--- config.mk ---
export PLATFORM = sky130hd
export DESIGN_NAME = sfr_engine
export DESIGN_NICKNAME = d
export VERILOG_FILES = /design/src/rtl/sfr_pkg.sv /design/src/rtl/sfr_engine.sv
export VERILOG_INCLUDE_DIRS = /design/src /design/src/rtl
export SDC_FILE = /design/constraint.sdc
export NUM_CORES = 1
export LEC_CHECK = 0
export ABC_AREA = 1
export BUFFER_PORTS_ARGS = -buffer_cell sky130_fd_sc_hd__buf_2
export CAP_MARGIN = 5
export CORE_ASPECT_RATIO = 0.75
export CORE_MARGIN = 5
export CORE_UTILIZATION = 60
export DETAILED_ROUTE_END_ITERATION = 8
export PLACE_DENSITY_LB_ADDON = 0.12
export SETUP_SLACK_MARGIN = 0.05
export SLEW_MARGIN = 25
export SYNTH_ARGS = -nofsm -noshare
export SYNTH_HDL_FRONTEND = slang
export SYNTH_SLANG_ARGS = --single-unit
--- constraint.sdc ---
create_clock -name clock -period 3.6 [get_ports clock]
set_input_delay 0.36 -clock clock [delete_from_list [all_inputs] [get_ports clock]]
set_output_delay 0.36 -clock clock [all_outputs]
set_load 0.02 [all_outputs]
--- src/rtl/stuffed_frame_receiver_defines.svh ---
// Assertion macros shared by the stuffed frame receiver RTL.
`ifndef STUFFED_FRAME_RECEIVER_DEFINES_SVH
`define STUFFED_FRAME_RECEIVER_DEFINES_SVH

// Condition holds at every clock edge outside reset.
`define SFR_ASSERT_ALWAYS(label, clk, rst, cond, msg) \
   label: assert property (@(posedge clk) disable iff (rst) (cond)) else $error(msg);

// Antecedent implies consequent in the same cycle.
`define SFR_ASSERT_IMPLY(label, clk, rst, ante, cons, msg) \
   label: assert property (@(posedge clk) disable iff (rst) (ante) |-> (cons)) else $error(msg);

// Antecedent implies consequent in the next cycle.
`define SFR_ASSERT_NEXT(label, clk, rst, ante, cons, msg) \
   label: assert property (@(posedge clk) disable iff (rst) (ante) |=> (cons)) else $error(msg);

`endif

--- src/rtl/sfr_pkg.sv ---
// Types and constants of the stuffed frame receiver.
package sfr_pkg;

   localparam int MAX_FRAME_DEFAULT = 256;

   localparam logic [7:0] MARK_START = 8'hFE;
   localparam logic [7:0] MARK_END   = 8'hFF;

   typedef enum logic [2:0] {
      STAT_NONE     = 3'd0,
      STAT_START    = 3'd1,
      STAT_GOOD     = 3'd2,
      STAT_CSUM_ERR = 3'd3,
      STAT_OVERFLOW = 3'd4
   } status_type;

   typedef struct packed {
      status_type  status;
      logic        byte_valid;
      logic [7:0]  byte_value;
      logic [7:0]  byte_index;
      logic [8:0]  frame_length;
   } result_type;

endpackage

--- src/rtl/sfr_engine.sv ---
// Frame state and per-byte decode of the stuffed frame receiver.
`include "stuffed_frame_receiver_defines.svh"

module sfr_engine
   import sfr_pkg::*;
#(
   parameter int MAX_FRAME = MAX_FRAME_DEFAULT
) (
   input  logic       clock,
   input  logic       reset,
   input  logic       step,
   input  logic [7:0] rx_byte,
   output result_type result
);

   localparam int CNT_W = $clog2(MAX_FRAME + 1);
   localparam logic [CNT_W-1:0] CNT_MAX = CNT_W'(MAX_FRAME);
   localparam logic [CNT_W-1:0] CNT_TWO = CNT_W'(2);

   logic [15:0]      hist_ff, hist_in;
   logic             in_frame_ff, in_frame_in;
   logic [7:0]       xor_ff, xor_in;
   logic [CNT_W-1:0] count_ff, count_in;
   logic             ovf_ff, ovf_in;

   logic [15:0]      hist_new;
   logic [7:0]       prev;
   logic             after_mark;
   logic             keep;
   logic [7:0]       xor_end;
   logic [CNT_W+8:0] count_ext;
   logic [CNT_W+8:0] length_ext;
   logic [CNT_W-1:0] length_cnt;

   always_comb begin
      hist_new   = {hist_ff[7:0], rx_byte};
      prev       = hist_ff[7:0];
      after_mark = (prev == MARK_START) || (prev == MARK_END);
      xor_end    = xor_ff ^ MARK_END;
      count_ext  = {9'd0, count_ff};
      length_cnt = (count_ff >= CNT_TWO) ? count_ff - CNT_TWO : '0;
      length_ext = {9'd0, length_cnt};

      hist_in     = hist_new;
      in_frame_in = in_frame_ff;
      xor_in      = xor_ff;
      count_in    = count_ff;
      ovf_in      = ovf_ff;
      keep        = 1'b0;
      result      = '{status: STAT_NONE, byte_valid: 1'b0, byte_value: 8'd0,
                      byte_index: 8'd0, frame_length: 9'd0};

      if (in_frame_ff) begin
         if (rx_byte == MARK_START) begin
            if (prev == MARK_START) begin
               // restart: drop everything gathered so far
               hist_in  = '0;
               xor_in   = '0;
               count_in = '0;
               ovf_in   = 1'b0;
            end else begin
               keep = 1'b1;
            end
         end else if (rx_byte == MARK_END) begin
            if (prev == MARK_END) begin
               in_frame_in = 1'b0;
               xor_in      = '0;
               ovf_in      = 1'b0;
               if (ovf_ff) begin
                  result.status = STAT_OVERFLOW;
                  count_in      = '0;
               end else if (xor_end == 8'd0) begin
                  result.status       = STAT_GOOD;
                  count_in            = length_cnt;
                  result.frame_length = length_ext[8:0];
               end else begin
                  result.status = STAT_CSUM_ERR;
                  count_in      = '0;
               end
            end else begin
               keep = 1'b1;
            end
         end else begin
            keep = !after_mark;
         end
      end else if (hist_new == {MARK_START, MARK_START}) begin
         hist_in       = '0;
         in_frame_in   = 1'b1;
         xor_in        = '0;
         count_in      = '0;
         ovf_in        = 1'b0;
         result.status = STAT_START;
      end

      if (keep) begin
         xor_in = xor_ff ^ rx_byte;
         if (count_ff >= CNT_MAX) begin
            ovf_in = 1'b1;
         end else begin
            result.byte_valid = 1'b1;
            result.byte_value = rx_byte;
            result.byte_index = count_ext[7:0];
            count_in          = count_ff + CNT_W'(1);
         end
      end
   end

   always_ff @(posedge clock) begin
      if (reset) begin
         hist_ff     <= '0;
         in_frame_ff <= 1'b0;
         xor_ff      <= '0;
         count_ff    <= '0;
         ovf_ff      <= 1'b0;
      end else if (step) begin
         hist_ff     <= hist_in;
         in_frame_ff <= in_frame_in;
         xor_ff      <= xor_in;
         count_ff    <= count_in;
         ovf_ff      <= ovf_in;
      end
   end

   `SFR_ASSERT_ALWAYS(a_count_bounded, clock, reset, count_ff <= CNT_MAX, "count past capacity")
   `SFR_ASSERT_ALWAYS(a_ovf_in_frame, clock, reset, !ovf_ff || in_frame_ff, "overflow outside frame")
   `SFR_ASSERT_IMPLY(a_byte_no_status, clock, reset, step && result.byte_valid, result.status == STAT_NONE, "byte with status")
   `SFR_ASSERT_NEXT(a_start_enters, clock, reset, step && result.status == STAT_START, in_frame_ff && count_ff == '0, "start did not open frame")

endmodule

---- Word-level counts from Yosys, hierarchy flattened ----
Index checks and enable logic that the tools add are counted.
cells by class
  $lt $le $gt $ge ......................... 2
  bitwise logic cells ..................... 2
  reduce and logical (&&, ||, !) cells .... 5
  muxes and demuxes ....................... 52
  add/sub/neg operators ................... 2
  eq/ne operators ......................... 8
operators by type and width
  kind                  number
  $mux 9                15
  $mux 8                11
  $mux 17               2
  $eq 8x8->1 const B    4
  $mux 1                19
  $eq 16x16->1 const B  1
  $mux 3                5
  $add 9x1->9 const B   1
  $ge 9x2->1 const B    1
  $ge 9x9->1 const B    1
  $sub 9x2->9 const B   1
  $logic_not 8->1       1
  $ne 4x2->1 const B    2
  $not 8->8             1
  $xor 8x8->8           1
  $reduce_and 5->1      1
  $ne 4x4->1 const B    1
  $reduce_bool 3->1     1
  $logic_not 1->1       1
  $logic_or 1x1->1      1
storage, ports and cells
  output and inout port bits .............. 29
  flip-flop bits (word level) ............. 27
  input port bits ......................... 11

---- Longest topological paths before layout ----
  depth in word-level cells ............... 10
  depth in mapped cells ................... 12

---- Worst setup path after synthesis ----
OpenSTA, ideal clock, no wires.
  path kind ............................... reg-to-output
  start ................................... reg count_ff[1]
  end ..................................... out result[3] in the netlist's numbering
  cell stages (with the launch flop) ...... 9
  arrival ................................. 1.786 ns
  path buffers ............................ 1
  path slack .............................. 1.454 ns
  cells stage by stage .................... dfxtp_1 -> inv_1 -> ha_1 -> nand2_1 -> nor2_1 -> o21ai_1 -> nand2_2 -> buf_4 -> nor3_1
RTL lines
  element                 RTL line           text
  start, declared         sfr_engine.sv:23   logic [CNT_W-1:0] count_ff, count_in;
  start signal, assigned  sfr_engine.sv:119  count_ff <= count_in;
  end, declared           sfr_engine.sv:13   output result_type result

==> flow_summary.html <==
<table>
<tr><th>Metric</th><th>Value</th></tr>
<tr><th colspan="2">Finish</th></tr>
<tr><td>Area growth from synthesis to layout</td><td>9.92%</td></tr>
<tr><td>Antenna Cells</td><td>0</td></tr>
<tr><td># nets final</td><td>375</td></tr>
<tr><td>Proportion of layout cells with a drive suffix above 1</td><td>0.204</td></tr>
<tr><td>Post-layout instance count excluding filler cells</td><td>398</td></tr>
<tr><th colspan="2">Power and ir drop</th></tr>
<tr><td>P_leak</td><td>1.19 nW</td></tr>
<tr><td>Sequential share of power</td><td>0.579</td></tr>
<tr><td>Net switching component of the power</td><td>0.000136 W</td></tr>
<tr><td>Clock network fraction of total power</td><td>0.319</td></tr>
<tr><td>Share of total power consumed by net switching</td><td>0.252</td></tr>
<tr><td>Total Power Consumption</td><td>0.000539 W</td></tr>
<tr><td>Fraction of power consumed by combinational cells</td><td>0.103</td></tr>
<tr><td>P_int</td><td>0.000403 W</td></tr>
<tr><td>Maximum ir drop on the vdd rail</td><td>312 uV</td></tr>
<tr><td>Power density cells</td><td>230 nW/um^2</td></tr>
<tr><th colspan="2">Synth</th></tr>
<tr><td>Unique masters post-synth</td><td>33</td></tr>
<tr><td>Syn Area/Cell</td><td>6.48 um^2</td></tr>
<tr><td>Post-Syn Instances</td><td>329</td></tr>
<tr><td>Register bit total from synthesis</td><td>27</td></tr>
<tr><td>Yosys warnings</td><td>0</td></tr>
<tr><td>Post-synth net total</td><td>345</td></tr>
<tr><td>Post-synthesis instance area</td><td>2130 um^2</td></tr>
<tr><td>Sequential fraction of the synthesis area</td><td>0.254</td></tr>
<tr><th colspan="2">Clock network</th></tr>
<tr><td>CTS HTree Levels</td><td>1</td></tr>
<tr><td>Clock buffers created by TritonCTS</td><td>3</td></tr>
<tr><td>Cts-stage hold buffer count</td><td>0</td></tr>
<tr><td>Resized cells post-CTS</td><td>0</td></tr>
<tr><td>Register clock-pin slew on the reported worst setup and hold paths</td><td>0.09 ns</td></tr>
<tr><td>Clock insertion delay at the later pin of the skew report</td><td>0.27 ns</td></tr>
<tr><td>Maximum buffer depth of the clock tree</td><td>2</td></tr>
<tr><td>Buffer count from post-CTS setup fixing</td><td>0</td></tr>
<tr><td>Number of clock sinks</td><td>27</td></tr>
<tr><td>CTS tree</td><td>yes</td></tr>
<tr><td>Root buffer selected by CTS</td><td>sky130_fd_sc_hd__clkbuf_8</td></tr>
<tr><th colspan="2">Worst hold path</th></tr>
<tr><td>Class of the tightest hold or removal check</td><td>input pin to flip-flop</td></tr>
<tr><td>Source of the worst hold timing path</td><td>rx_byte[2]</td></tr>
<tr><td>Worst Hold Depth</td><td>3</td></tr>
<tr><td>Worst Hold End</td><td>hist_ff[2]</td></tr>
<tr><th colspan="2">Run status</th></tr>
<tr><td>Status</td><td>finished, final reports clean</td></tr>
<tr><th colspan="2">Route</th></tr>
<tr><td>Total DRC errors in the routed layout</td><td>0</td></tr>
<tr><td>DRT Wirelength</td><td>5370 um</td></tr>
<tr><td>Avg WL per Cell</td><td>13.5 um</td></tr>
<tr><td>First DRT Iteration DRCs</td><td>184</td></tr>
<tr><td>Vias post-DR</td><td>2209</td></tr>
<tr><td>Routed via count divided by cell count</td><td>5.55</td></tr>
<tr><td>Detail Route Antenna Nets</td><td>0</td></tr>
<tr><td>Number of optimization iterations in the first detailed-route pass</td><td>5</td></tr>
<tr><th colspan="2">Timing</th></tr>
<tr><td>Endpoints failing hold</td><td>0</td></tr>
<tr><td>Count of final setup violators</td><td>0</td></tr>
<tr><td>Worst rel slew slack</td><td>0.651</td></tr>
<tr><td>Highest clock frequency the design can meet</td><td>0.399 GHz</td></tr>
<tr><td>Setup repair after global routing missed its margin</td><td>no</td></tr>
<tr><td>Shortest period the worst path allows</td><td>2.50 ns</td></tr>
<tr><td>Ratio of final minimum period to clock period</td><td>0.696</td></tr>
<tr><td>Final clock skew</td><td>0.0107 ns</td></tr>
<tr><td>Slew @ Worst Pin</td><td>0.520 ns</td></tr>
<tr><td>Number of pins with negative max-slew slack in the final report</td><td>0</td></tr>
<tr><td>Setup TNS</td><td>0 ns</td></tr>
<tr><th colspan="2">Placement</th></tr>
<tr><td>Sum of net half-perimeters after detailed placement</td><td>4080 um</td></tr>
<tr><td>RD Place Congestion</td><td>0.920</td></tr>
<tr><td>Count of buffers inserted at the top-level ports</td><td>39</td></tr>
<tr><td>Number of cells after detailed placement</td><td>394</td></tr>
<tr><th colspan="2">Floorplanning</th></tr>
<tr><td>Die Area</td><td>4860 um^2</td></tr>
<tr><td>Standard-cell row count</td><td>18</td></tr>
<tr><td>Number of placed I/O pins</td><td>40</td></tr>
<tr><td>Starting Density</td><td>0.635</td></tr>
<tr><td>Standard cell core area</td><td>3360 um^2</td></tr>
<tr><td>Die width</td><td>78.8 um</td></tr>
<tr><td>Die outline height</td><td>61.6 um</td></tr>
<tr><th colspan="2">GRT</th></tr>
<tr><td>Combined global-route utilization of all metal layers</td><td>0.230</td></tr>
<tr><td>Initial antenna violation count</td><td>0</td></tr>
<tr><td>Total global routing overflow</td><td>0</td></tr>
<tr><td>Vias in the first global route</td><td>1888</td></tr>
<tr><td>Wire length of the first global-routing pass</td><td>8890 um</td></tr>
<tr><td>Largest net degree at the start of global routing</td><td>24</td></tr>
<tr><th colspan="2">Setup path</th></tr>
<tr><td>Type of origin of the critical path</td><td>flip-flop</td></tr>
<tr><td>Worst-path fanout max</td><td>15</td></tr>
<tr><td>Slowest cell on the critical path</td><td>sky130_fd_sc_hd__dfxtp_1</td></tr>
<tr><td>Endpoint of the most critical register-to-register path</td><td>xor_ff[3]</td></tr>
<tr><td>Depth of the worst register-to-register path</td><td>9</td></tr>
<tr><td>Critical path data arrival time</td><td>2.14 ns</td></tr>
<tr><td>Crit-path max cell delay</td><td>0.48 ns</td></tr>
<tr><td>Setup slack of the most critical reg-to-reg path</td><td>1.65 ns</td></tr>
<tr><td>Crit path kind</td><td>flip-flop to primary output</td></tr>
<tr><td>Launch point of the worst reg-to-reg path</td><td>hist_ff[3]</td></tr>
<tr><td>Crit-path cells</td><td>inv_1 &gt; ha_1 &gt; nand2_1 &gt; nor2_1 &gt; o21ai_1 &gt; nand2_2 &gt; nor3_1 &gt; buf_2</td></tr>
<tr><td>WP data required</td><td>3.24 ns</td></tr>
<tr><td>Element type at the critical path end</td><td>primary output</td></tr>
<tr><th colspan="2">Run</th></tr>
<tr><td>Max-cap violations</td><td>0</td></tr>
</table>
==> layout by cell type (no fill, tap or decap), drive strengths merged <==
cell type	count
nand2	85
nor2	61
buf	39
a21oi	31
dfxtp	27
nand3	27
inv	26
xor2	14
nand4	13
o21ai	11
nor3	8
ha	5
clkbuf	4
nand3b	2
clkinv	2
o22ai	1
xnor2	1
and2	1
==> power by group through the flow <==
| stage | clock (W) | combinational (W) | sequential, W |
|---|---|---|---|
| global placement | 0 | 0.0000536 | 0.000319 |
| floorplan | 0 | 0.0000370 | 0.000317 |
| global route | 0.000188 | 0.0000618 | 0.000313 |
| detailed placement | 0 | 0.0000544 | 0.000319 |
| finish | 0.000172 | 0.0000553 | 0.000312 |
| CTS | 0.000176 | 0.0000548 | 0.000312 |
==> stage by stage <==
stage | hold WS (ns) | cell area [um^2] | setup slack [ns] | util
after global routing | 0.385 | 2340 | 0.932 | 0.698
after floorplan | 0.470 | 2130 | 1.45 | -
after CTS | 0.371 | 2340 | 1.12 | 0.698
final | 0.374 | 2340 | 1.10 | 0.698
after detailed placement | 0.491 | 2300 | 1.40 | 0.685
after global placement | 0.484 | 2300 | 1.44 | 0.685
==> flip-flops by register name (all words and copies together), names as in the netlist <==
register,flops
hist_ff,8
ovf_ff,1
count_ff,9
in_frame_ff,1
xor_ff,8
==> final cells by class <==
cell class	instances	area [um^2]
well taps	40	50.0
fillers	304	1010
clock buffers	4	45.0
flip-flops and latches	27	541
multi-input cells	260	1410
inverters	28	105
repair buffers	39	195
==> logic make-up after synthesis <==
kind of cell    after synthesis  share of synthesized area
compound gates               43                      0.119
xor+xnor                     15                     0.0616
fa+ha+maj                     5                     0.0293
buf+inv                      42                     0.0863
flops                        27                      0.254
simple gates                197                      0.450
==> Yosys cell counts (all sizes together) <==
master  number  area (um^2)
nand3       27          158
and2         1         6.26
xor2        14          123
nand2       85          354
ha           5         62.6
nor3         8         40.0
o22ai        1         6.26
a21oi       31          193
buf          7         52.5
nand4       13          103
nand3b       2         15.0
clkinv       2         7.51
xnor2        1         8.76
dfxtp       27          541
o21ai       11         55.1
nor2        61          284
clkbuf       7         26.3
inv         26         97.6
==> worst max-delay path, delay by kind of cell, from the launching register on <==
family	cells	cell delay, ns
and+or+nand+nor	4	0.67
buffers and inverters	2	0.35
AOI/OAI and AO/OA	1	0.10
adders and majority gates	1	0.28
DFF	1	0.48
==> routing by layer <==
metal | share of wire | GRT usage | vias up
li1 | - | - | 1131
met1 | 0.49 | 0.341 | 978
met2 | 0.42 | 0.366 | 94
met3 | 0.089 | 0.0380 | 6
met4 | 0.0058 | 0.0221 | 0
met5 | 0 | 0 | -
==> worst max path at each step <==
stage	startpoint	end	slack, ns	depth (start not counted)
after detailed placement	rx_byte[2]	result[5]	1.40	10
after CTS	count_ff[1]	result[5]	1.12	8
after global placement	rx_byte[0]	result[9]	1.44	11
after floorplan	count_ff[1]	result[3]	1.45	8
final	count_ff[1]	result[5]	1.10	8
after global routing	count_ff[1]	result[1]	0.93	8
No activity file was read; power rests on OpenSTA's default activity.
