$ cat src/rtl/stuffed_frame_receiver_defines.svh
// Assertion macros shared by the stuffed frame receiver RTL.
`ifndef STUFFED_FRAME_RECEIVER_DEFINES_SVH
`define STUFFED_FRAME_RECEIVER_DEFINES_SVH

// Condition holds at every clock edge outside reset.
`define SFR_ASSERT_ALWAYS(label, clk, rst, cond, msg) \
   label: assert property (@(posedge clk) disable iff (rst) (cond)) else $error(msg);

// Antecedent implies consequent in the same cycle.
`define SFR_ASSERT_IMPLY(label, clk, rst, ante, cons, msg) \
   label: assert property (@(posedge clk) disable iff (rst) (ante) |-> (cons)) else $error(msg);

// Antecedent implies consequent in the next cycle.
`define SFR_ASSERT_NEXT(label, clk, rst, ante, cons, msg) \
   label: assert property (@(posedge clk) disable iff (rst) (ante) |=> (cons)) else $error(msg);

`endif

$ cat src/rtl/sfr_req_if.sv
// Request channel: one received byte per transaction.
interface sfr_req_if;
   logic       valid;
   logic       ready;
   logic [7:0] rx_byte;

   modport source (output valid, output rx_byte, input ready);
   modport sink   (input valid, input rx_byte, output ready);
endinterface

$ cat src/rtl/sfr_in_stage.sv
// Input register of the stuffed frame receiver.
module sfr_in_stage (
   input  logic       clock,
   input  logic       reset,
   sfr_req_if.sink    req,
   input  logic       advance,
   output logic       hold_valid,
   output logic [7:0] hold_byte
);

   logic       valid_ff, valid_in;
   logic [7:0] byte_ff, byte_in;

   // Refill whenever the held byte moves on or the stage is empty.
   assign req.ready = !valid_ff || advance;

   always_comb begin
      valid_in = valid_ff;
      byte_in  = byte_ff;
      if (req.ready) begin
         valid_in = req.valid;
         if (req.valid) begin
            byte_in = req.rx_byte;
         end
      end
   end

   always_ff @(posedge clock) begin
      if (reset) begin
         valid_ff <= 1'b0;
      end else begin
         valid_ff <= valid_in;
      end
      byte_ff <= byte_in;
   end

   assign hold_valid = valid_ff;
   assign hold_byte  = byte_ff;

endmodule

$ cat src/flat_wrapper.sv
// flat-port wrapper written by rule: the top's interface ports become plain ports
module sfr_in_stage_flat 
  (clock, reset, advance, hold_valid, hold_byte, req_valid, req_rx_byte, req_ready);
  sfr_req_if req_i ();
  input  logic clock;
  input  logic reset;
  input  logic advance;
  output logic hold_valid;
  output logic [7:0] hold_byte;
  input wire logic [$bits(req_i.valid)-1:0] req_valid;
  input wire logic [$bits(req_i.rx_byte)-1:0] req_rx_byte;
  output wire logic [$bits(req_i.ready)-1:0] req_ready;
  assign req_i.valid = req_valid;
  assign req_i.rx_byte = req_rx_byte;
  assign req_ready = req_i.ready;
  sfr_in_stage u_core (.clock(clock), .reset(reset), .req(req_i), .advance(advance), .hold_valid(hold_valid), .hold_byte(hold_byte));
endmodule
$ cat config.mk
export PLATFORM = sky130hd
export DESIGN_NAME = sfr_in_stage_flat
export DESIGN_NICKNAME = d
export VERILOG_FILES = /design/src/rtl/stuffed_frame_receiver_defines.svh /design/src/rtl/sfr_req_if.sv /design/src/rtl/sfr_in_stage.sv /design/src/flat_wrapper.sv
export SDC_FILE = /design/constraint.sdc
export NUM_CORES = 1
export LEC_CHECK = 0
export ABC_AREA = 1
export BUFFER_PORTS_ARGS = -buffer_cell sky130_fd_sc_hd__buf_4
export CORE_AREA = 3 3 40 42
export DETAILED_ROUTE_END_ITERATION = 7
export DIE_AREA = 0 0 43 45
export SLEW_MARGIN = 15
export SYNTH_ARGS = -nofsm -noshare
export SYNTH_HDL_FRONTEND = slang
export SYNTH_SLANG_ARGS = --single-unit
$ cat constraint.sdc
create_clock -name clock -period 1.1 [get_ports clock]
set_input_delay 0.11 -clock clock [delete_from_list [all_inputs] [get_ports clock]]
set_output_delay 0.11 -clock clock [all_outputs]
set_load 0.05 [all_outputs]
Word-level counts from Yosys, hierarchy flattened. Cells that the tools add are included.

Register bits after elaboration: 9. Input port bits: 12. Output and inout port bits: 10. Logic and storage cells: 5.

Reduce and logical (&&, ||, !) cells: 3.

Operator list (count): AND reduction 2 bit (1); logical NOT 1 bit (1); logical OR 1 bit (1).

Longest topological paths before layout. Gate-level depths: netlist of the first run.

Word-level depth: 3. Mapped depth: 3. Mapped depth without buffers: 3.

Worst setup path before layout of the first run. Ideal clock, no wire load.

Path type: register to register. Start: reg u_core.valid_ff, in the netlist u_core.hold_valid. End: reg u_core.byte_ff[0], in the netlist u_core.hold_byte[0] (enable). Library setup time: 0.375 ns. Arrival time: 1.023 ns. Required time: 0.725 ns. Path slack: -0.298 ns. Cell stages (with the launch flop): 2. Buffers on the path: 0. Path through: dfxtp_1 a21oi_1.

Word-level cells in the longest chain between the ends: 3.

Ends and longest elaborated chain: from (decl) (line sfr_in_stage.sv:11) `logic valid_ff, valid_in;`; from (signal assigned) (line sfr_in_stage.sv:32) `valid_ff <= valid_in;`; logical NOT 1 bit (line sfr_in_stage.sv:15) `assign req.ready = !valid_ff || advance;`; logical OR 1 bit (line sfr_in_stage.sv:15); AND reduction 2 bit (no line); to (signal assigned) (line sfr_in_stage.sv:34) `byte_ff <= byte_in;`; to (decl) (line sfr_in_stage.sv:12) `logic [7:0] byte_ff, byte_in;`.

Every way passes these cells. A chain may end at the register's enable or synchronous reset.

Final worst setup path of the first run.
Start: reg u_core.valid_ff, in the netlist u_core.hold_valid. End: out req_ready.

Word-level cells in the longest chain between the ends: 2.

Ends and longest elaborated chain: logical NOT 1 bit (line sfr_in_stage.sv:15); logical OR 1 bit (line sfr_in_stage.sv:15); to (decl) (line flat_wrapper.sv:12) `output wire logic [$bits(req_i.ready)-1:0] req_ready;`.

Every way passes these cells.

==> impl_metrics.yaml, run 1 <==
sta:
  drv_slew: 0
  final_hold_viol_count: 0
  fin_crit_sh: 0.893
  max_freq_ghz: 1.02
  slew_headroom: 0.816
  rsz0062_at_grt: "false"
  setup_violations: 0
  min_period_ns: 0.983
  final.setup.tns_ns: 0
  finClkSkew_ns: 0.00170
  tightestPinTransition_ns: 0.276
route:
  wl_per_cell_um: 10.8
  totalWireLength_um: 594
  vias: 212
  ant_nets: 0
  vias_per_cell: 3.85
  firstDrtPassIters: 2
  drc: 0
  drt_iter0_drc: 2
floorplan:
  initial_utilization: 0.224
  ioPinCount: 22
  coreArea_sq_um: 1280
  die_h_um: 45
  die_area_sq_um: 1940
  die_w_um: 43
  row_count: 13
layout:
  nFillCells: 131
  fin_nets: 53
  fin_util: 0.399
  stdcell_count: 55
  multiInputGateArea_sq_um: 31.3
  final_area_sq_um: 513
  seqCellArea_sq_um: 262
  diodes: 0
  layout-drive-gt1-share: 0.725
  synthToLayoutAreaGrowth_pct: 78.3
synth:
  synthTopCellsByArea: "edfxtp_1 83%, dfxtp_1 7.0%, a21oi_2 3.0%"
  avgSynthCellArea_sq_um: 20.6
  post-synth-top-area-cell: "edfxtp_1"
  synthCells: 14
  yosysSeqAreaShare: 0.904
  yosysWarnings: 0
  synth_top_area_frac: 0.835
  syn_area_sq_um: 288
  ys_ff_latch: 9
  yosysUniqueCellTypes: 7
  synthesis.nets: 26
placed_design:
  place.gp.congestion: 0.696
  dp.cells: 50
  port_buffers: 21
  place_area_sq_um: 477
clock_tree:
  cts_tree: "yes"
  postCtsResizedCells: 0
  clk_latency_ns: 0.25
  cts_max_level: 1
  clk_path_buf_depth: 2
  cts_buffers: 3
  root_buffer: "clkbuf_4"
  cts_hold_buf: 1
  worst_setup_hold_path_clk_slew_ns: 0.06
  cts_setup_buffers: 0
  clock-sinks: 9
power_and_ir_drop:
  vdd_drop_max_v: 0.000495
  p_per_area_nw_per_um2: 1560
  leakagePower_nw: 0.222
job:
  drv_cap: 0
grt:
  grt_pass1_wl_um: 966
  grt-ovfl-total: 0
  grt_start_max_net_pins: 9
  grt_pass1_vias: 238
  grt_usage: 0.0717
  grt_antenna_before_repair: 0
worst_setup_path:
  r2r_setup_slack_ns: 0.16
  cp.arrival_ns: 0.87
  crit_required_ns: 0.99
  path_cells: "nand2_2 > buf_4"
  endpoint_kind: "output port"
  start_kind: "flop"
  critPathMaxStageDelay_ns: 0.37
  crit_type: "flop to output port"
  path_max_fanout: 3
  critPathSlowestCell: "dfxtp_2"
min_path:
  min_path_type: "primary input to flop"
run_status:
  outcome: "finished, final reports clean"
[cell families (layout without fill, tap and decap cells)]
| kind of cell | Yosys count | in the layout | synth area share |
|---|---|---|---|
| simple gates | 1 | 1 | 0.0218 |
| flops | 9 | 9 | 0.904 |
| compound gates | 2 | 2 | 0.0478 |
| buf+inv | 2 | 28 | 0.0261 |
[layout make-up]
type                            count  share of cell area
Sequential cell                     9               0.510
Inverter                            2              0.0146
Clock buffer                        4              0.0512
Tap cell                           15              0.0366
Timing Repair Buffer               22               0.327
Multi-Input combinational cell      3              0.0610
[placed cells by master (no fill, tap or decap), drive strengths merged]
master | synthesis | layout
dlygate4sd3 | 0 | 1
dfxtp | 1 | 1
a21oi | 2 | 2
inv | 2 | 2
edfxtp | 8 | 8
clkbuf | 0 | 4
nand2 | 1 | 1
buf | 0 | 21
[power breakdown]
part | leakage [nW] | total, W | internal, W | switching (W)
clock network | 0.0150 | 0.000240 | 0.000139 | 0.000101
logic | 0.121 | 0.000158 | 0.0000575 | 0.000100
registers | 0.0860 | 0.000404 | 0.000396 | 0.00000766
total | 0.222 | 0.000802 | 0.000593 | 0.000209
[worst paths after layout]
path	startpoint	endpoint	cells after the start
worst max-delay path	u_core.hold_valid	req_ready	2
worst min-delay path	req_rx_byte[3]	u_core.hold_byte[3]	1
worst max register to register	u_core.hold_valid	u_core.hold_byte[0]	1
worst min register to register	u_core.hold_valid	u_core.hold_valid	2
[stage by stage]
| step | hold WS [ns] | setup slack (ns) | power [W] |
|---|---|---|---|
| after floorplan | 0.165 | 0.0932 | 0.000503 |
| after global placement | 0.258 | 0.195 | 0.000566 |
| after detailed placement | 0.260 | 0.168 | 0.000568 |
| after CTS | 0.0258 | 0.100 | 0.000813 |
| after global routing | 0.0168 | 0.0740 | 0.000844 |
| final | 0.0342 | 0.117 | 0.000802 |
[per-layer routing]
metal  GRT usage  share of wire  vias to the layer above
li1            -              -                      103
met1      0.0802           0.44                       87
met2      0.0928           0.34                       22
met3      0.0518           0.21                        0
met4      0.0542              0                        0
met5           0              0                        -
[cells in the mapped netlist]
cell type	instances
edfxtp_1	8
a21oi_1	1
a21oi_2	1
dfxtp_1	1
inv_1	1
inv_2	1
nand2_2	1
[worst max-delay path, delay by kind of cell, from the launching register on]
kind | cells | cell delay, ns
buffers and inverters | 1 | 0.19
and+or+nand+nor | 1 | 0.07
DFF | 1 | 0.37
[flip-flops by register name, summed over array words and instances, names as in the netlist]
register and flops:
u_core.hold_valid 1, u_core.hold_byte 8
Power figures use the tool's default switching activity.
==> run 2: changes to the inputs <==
- CELL_PAD_IN_SITES_DETAIL_PLACEMENT: not set -> 1
- CELL_PAD_IN_SITES_GLOBAL_PLACEMENT: not set -> 1
- PLACE_DENSITY_LB_ADDON: not set -> 0.1
==> run 2 against run 1 <==
Compared with the run above: flip-flop and latch count unchanged; largest power group unchanged; via count decreased by 2.4%; clock power increased by 4%; final area unchanged; non-clock buffer count unchanged; critical path type unchanged.
==> impl_metrics.yaml, run 2 (same netlist as run 1, synthesis figures left out) <==
run_status:
  outcome: "finished, final reports clean"
power_and_ir_drop:
  p_sw_w: 0.000218
  vdd_drop_max_v: 0.000686
  intPower_w: 0.000593
  seqPwrFrac: 0.498
  p_per_area_nw_per_um2: 1580
  pwr-share-comb: 0.195
  leakagePower_nw: 0.222
  p_sw_frac: 0.269
  power_frac_clock: 0.307
sta:
  finClkSkew_ns: 0.000331
  drv_slew: 0
  setup_violations: 0
  final_hold_viol_count: 0
  min_period_ns: 0.999
  slew_headroom: 0.813
  final.setup.tns_ns: 0
  rsz0062_at_grt: "false"
  fin_crit_sh: 0.908
  max_freq_ghz: 1.00
  whs_ns: 0.0331
  tightestPinTransition_ns: 0.279
clock_tree:
  cts_hold_buf: 1
  root_buffer: "clkbuf_4"
  cts_max_level: 1
  cts_buffers: 3
  cts_setup_buffers: 0
  worst_setup_hold_path_clk_slew_ns: 0.06
  clock-sinks: 9
  clk_path_buf_depth: 2
  cts_tree: "yes"
  clk_latency_ns: 0.25
  postCtsResizedCells: 0
route:
  ant_nets: 0
  firstDrtPassIters: 2
  drc: 0
  wl_per_cell_um: 11.7
  totalWireLength_um: 644
  vias_per_cell: 3.76
  drt_iter0_drc: 1
  vias: 207
grt:
  grt_pass1_wl_um: 979
  grt_start_max_net_pins: 9
  grt_usage: 0.0759
  grt_pass1_vias: 228
  grt_antenna_before_repair: 0
  grt-ovfl-total: 0
placed_design:
  place.gp.congestion: 0.538
  port_buffers: 21
  hpwl_um: 516
  place_area_sq_um: 477
floorplan:
  die_h_um: 45
  coreArea_sq_um: 1280
  ioPinCount: 22
  die_w_um: 43
  row_count: 13
  die_area_sq_um: 1940
  initial_utilization: 0.224
layout:
  layout-drive-gt1-share: 0.725
  diodes: 0
  synthToLayoutAreaGrowth_pct: 78.3
  layout_commonest_cell: "buf_4"
  largest_reg_flops: 8
  fin_util: 0.399
  final_area_sq_um: 513
  fin_nets: 53
  final_cell_mix: "21 x buf_4, 8 x edfxtp_1, 3 x clkbuf_4"
worst_setup_path:
  endpoint_kind: "output port"
  start_kind: "flop"
  cp.arrival_ns: 0.89
  crit_required_ns: 0.99
  path_cells: "nand2_2 > buf_4"
  critPathMaxStageDelay_ns: 0.37
  crit_type: "flop to output port"
  path_max_fanout: 3
  critPathSlowestCell: "dfxtp_2"
job:
  drv_cap: 0
min_path:
  min_path_type: "primary input to flop"
## run 2: cell counts in the layout (fill, tap and decap cells not counted)
Identical to the previous run, type by type.
## run 2: layer usage
metal  up-vias  share of wire  GRT usage
met2        14           0.57      0.147
met3         0           0.14     0.0637
li1        103              -          -
met5         -              0          0
met1        90           0.29     0.0475
met4         0              0     0.0361
## run 2: worst max-delay path, delay by kind of cell (launching register included)
kind / cells / cell delay, ns
simple gates: 1 / 0.08
buf+inv: 1 / 0.19
flops: 1 / 0.37
## run 2: stage by stage
stage	instances	setup WS (ns)	power, W
floorplan	14	0.0932	0.000503
global placement	50	0.158	0.000565
detailed placement	50	0.146	0.000569
CTS	55	0.0901	0.000825
global route	55	0.0552	0.000858
finish	55	0.101	0.000811
## run 2: final timing paths
check	from	end	slack, ns	depth (start not counted)
max	u_core.hold_valid	req_ready	0.10	2
min	req_rx_byte[0]	u_core.hold_byte[0]	0.03	1
min reg2reg	u_core.hold_valid	u_core.hold_valid	0.51	2
max reg2reg	u_core.hold_valid	u_core.hold_byte[2]	0.15	1
## run 2: power by group through the flow
stage          clock, W  combinational (W)  sequential [W]
2_1_floorplan         0          0.0000223        0.000480
3_3_place_gp          0           0.000154        0.000411
3_5_place_dp          0           0.000157        0.000412
4_1_cts        0.000260           0.000161        0.000405
5_1_grt        0.000287           0.000166        0.000406
6_report       0.000249           0.000158        0.000404
## run 2: final cells by class
| class | count | area (sq um) |
|---|---|---|
| Fill cell | 133 | 772 |
| Sequential cell | 9 | 262 |
| Timing Repair Buffer | 22 | 168 |
| Multi-Input combinational cell | 3 | 31.3 |
| Clock buffer | 4 | 26.3 |
| Tap cell | 15 | 18.8 |
| Inverter | 2 | 7.51 |
==> run 3: changes to the inputs <==
- BUFFER_PORTS_ARGS: -buffer_cell sky130_fd_sc_hd__buf_4 -> -buffer_cell sky130_fd_sc_hd__clkbuf_2
- CORE_AREA: 3 3 40 42 -> 2 2 39 41
- DIE_AREA: 0 0 43 45 -> 0 0 41 43
==> run 3 against run 2 <==
Compared with the run above: utilization is 6.6 points lower; non-clock buffer count stayed put; register-to-register slack hardly changed; die area is 8.9% lower; final area is 10% lower; routed wire length is 6.1% lower; clock skew is 0.0011 ns higher; critical path depth stayed put; count of clock-buffer cells in the layout stayed put; sequential power hardly changed; global-route usage is 1.1 points higher; largest cell class unchanged; largest power group unchanged.
==> impl_metrics.yaml, run 3 (same netlist as run 1, synthesis figures left out) <==
layout:
  fin_nets: 53
  synthToLayoutAreaGrowth_pct: 60.4
  final_area_sq_um: 462
  layout-drive-gt1-share: 0.725
  largest_reg_flops: 8
  diodes: 0
  final_cell_mix: "20 x clkbuf_2, 8 x edfxtp_1, 3 x clkbuf_4"
  layout_commonest_cell: "clkbuf_2"
  fin_util: 0.334
clock_tree:
  clock-sinks: 9
  cts_max_level: 1
  root_buffer: "clkbuf_4"
  worst_setup_hold_path_clk_slew_ns: 0.06
  clk_latency_ns: 0.25
  clk_path_buf_depth: 2
  cts_buffers: 3
  cts_tree: "yes"
job:
  drv_cap: 0
worst_setup_path:
  rr_worst_depth: 1
  endpoint_kind: "output port"
  path_cells: "nand2_2 > buf_2"
  path_max_fanout: 3
  crit_type: "flop to output port"
  r2r-end: "u_core.hold_byte[0]"
  start_kind: "flop"
  critPathSlowestCell: "dfxtp_2"
  r2r_setup_slack_ns: 0.15
  crit_required_ns: 0.99
  regToRegStartpoint: "u_core.hold_valid"
  critPathMaxStageDelay_ns: 0.34
  cp.arrival_ns: 0.93
sta:
  final.setup.tns_ns: 0
  max_freq_ghz: 0.961
  setup_violations: 0
  rsz0062_at_grt: "false"
  final_hold_viol_count: 0
  min_period_ns: 1.04
  tightestPinTransition_ns: 0.282
  finClkSkew_ns: 0.00148
  drv_slew: 0
  fin_crit_sh: 0.946
  slew_headroom: 0.812
grt:
  grt_start_max_net_pins: 9
  grt_usage: 0.0866
  grt-ovfl-total: 0
  grt_pass1_wl_um: 945
  grt_antenna_before_repair: 0
  grt_pass1_vias: 239
power_and_ir_drop:
  p_per_area_nw_per_um2: 1690
  leakagePower_nw: 0.208
  vdd_drop_max_v: 0.000597
floorplan:
  ioPinCount: 22
  die_area_sq_um: 1760
  row_count: 14
  die_w_um: 41
  coreArea_sq_um: 1380
  initial_utilization: 0.208
  die_h_um: 43
run_status:
  outcome: "finished, final reports clean"
route:
  wl_per_cell_um: 10.8
  vias_per_cell: 3.84
  ant_nets: 0
  firstDrtPassIters: 3
  vias: 215
  drc: 0
  totalWireLength_um: 605
  drt_iter0_drc: 2
placed_design:
  port_buffers: 21
  place_area_sq_um: 425
  place.gp.congestion: 0.534
min_path:
  min_from: "req_rx_byte[6]"
  min_to: "u_core.hold_byte[6]"
  min_path_type: "primary input to flop"
  hold-path-cell-count: 1
-- run 3: cell count changes in the layout (fill, tap and decap cells not counted) --
cell      delta
buf_2        +1
buf_4       -21
clkbuf_2    +20
-- run 3: per-stage QoR --
| step | hold WS [ns] | setup WS, ns | total power (W) | instances |
|---|---|---|---|---|
| detailed placement | 0.272 | 0.153 | 0.000546 | 51 |
| floorplan | 0.165 | 0.0932 | 0.000503 | 14 |
| finish | 0.0341 | 0.0599 | 0.000781 | 56 |
| global route | 0.00790 | 0.0136 | 0.000836 | 56 |
| global placement | 0.264 | 0.171 | 0.000541 | 51 |
| CTS | 0.0205 | 0.0266 | 0.000801 | 56 |
-- run 3: cell type report --
cell class / instances / area, sq um
clock buffers: 4 / 26.3
fillers: 160 / 922
inverters: 2 / 7.51
multi-input cells: 3 / 31.3
flip-flops and latches: 9 / 262
well taps: 16 / 20.0
repair buffers: 22 / 115
-- run 3: repair_timing --
item | CTS | global route
endpoints found under the setup margin | 0 | 1
resized for setup | 0 | 1
hold endpoints to repair | 1 | 0
hold buffers | 1 | 0
setup buffers | 0 | 0
-- run 3: worst max-delay path: cells and delay by family (launching register included) --
kind	cells	cell delay [ns]
AND/OR/NAND/NOR	1	0.08
flip-flops	1	0.34
buffers and inverters	1	0.26
-- run 3: worst max path at each step --
stage                                  from                  end
after floorplan           u_core.hold_valid  u_core.hold_byte[0]
after global placement    u_core.hold_valid  u_core.hold_byte[0]
after detailed placement  u_core.hold_valid  u_core.hold_byte[0]
after CTS                 u_core.hold_valid            req_ready
after global routing      u_core.hold_valid            req_ready
final                     u_core.hold_valid            req_ready
-- run 3: per-layer routing --
metal	wire length, um	vias up	GRT usage
li1	-	102	-
met1	158	102	0.0642
met2	398	11	0.150
met3	48	0	0.0314
met4	0	0	0.0800
met5	0	-	0
-- run 3: report_power, final --
| group | switching (W) | internal, W | leakage (nW) | total, W |
|---|---|---|---|---|
| Combinational | 0.000100 | 0.0000343 | 0.107 | 0.000135 |
| Clock | 0.000104 | 0.000139 | 0.0150 | 0.000243 |
| Sequential | 0.00000766 | 0.000396 | 0.0860 | 0.000404 |
| Total | 0.000212 | 0.000570 | 0.208 | 0.000781 |
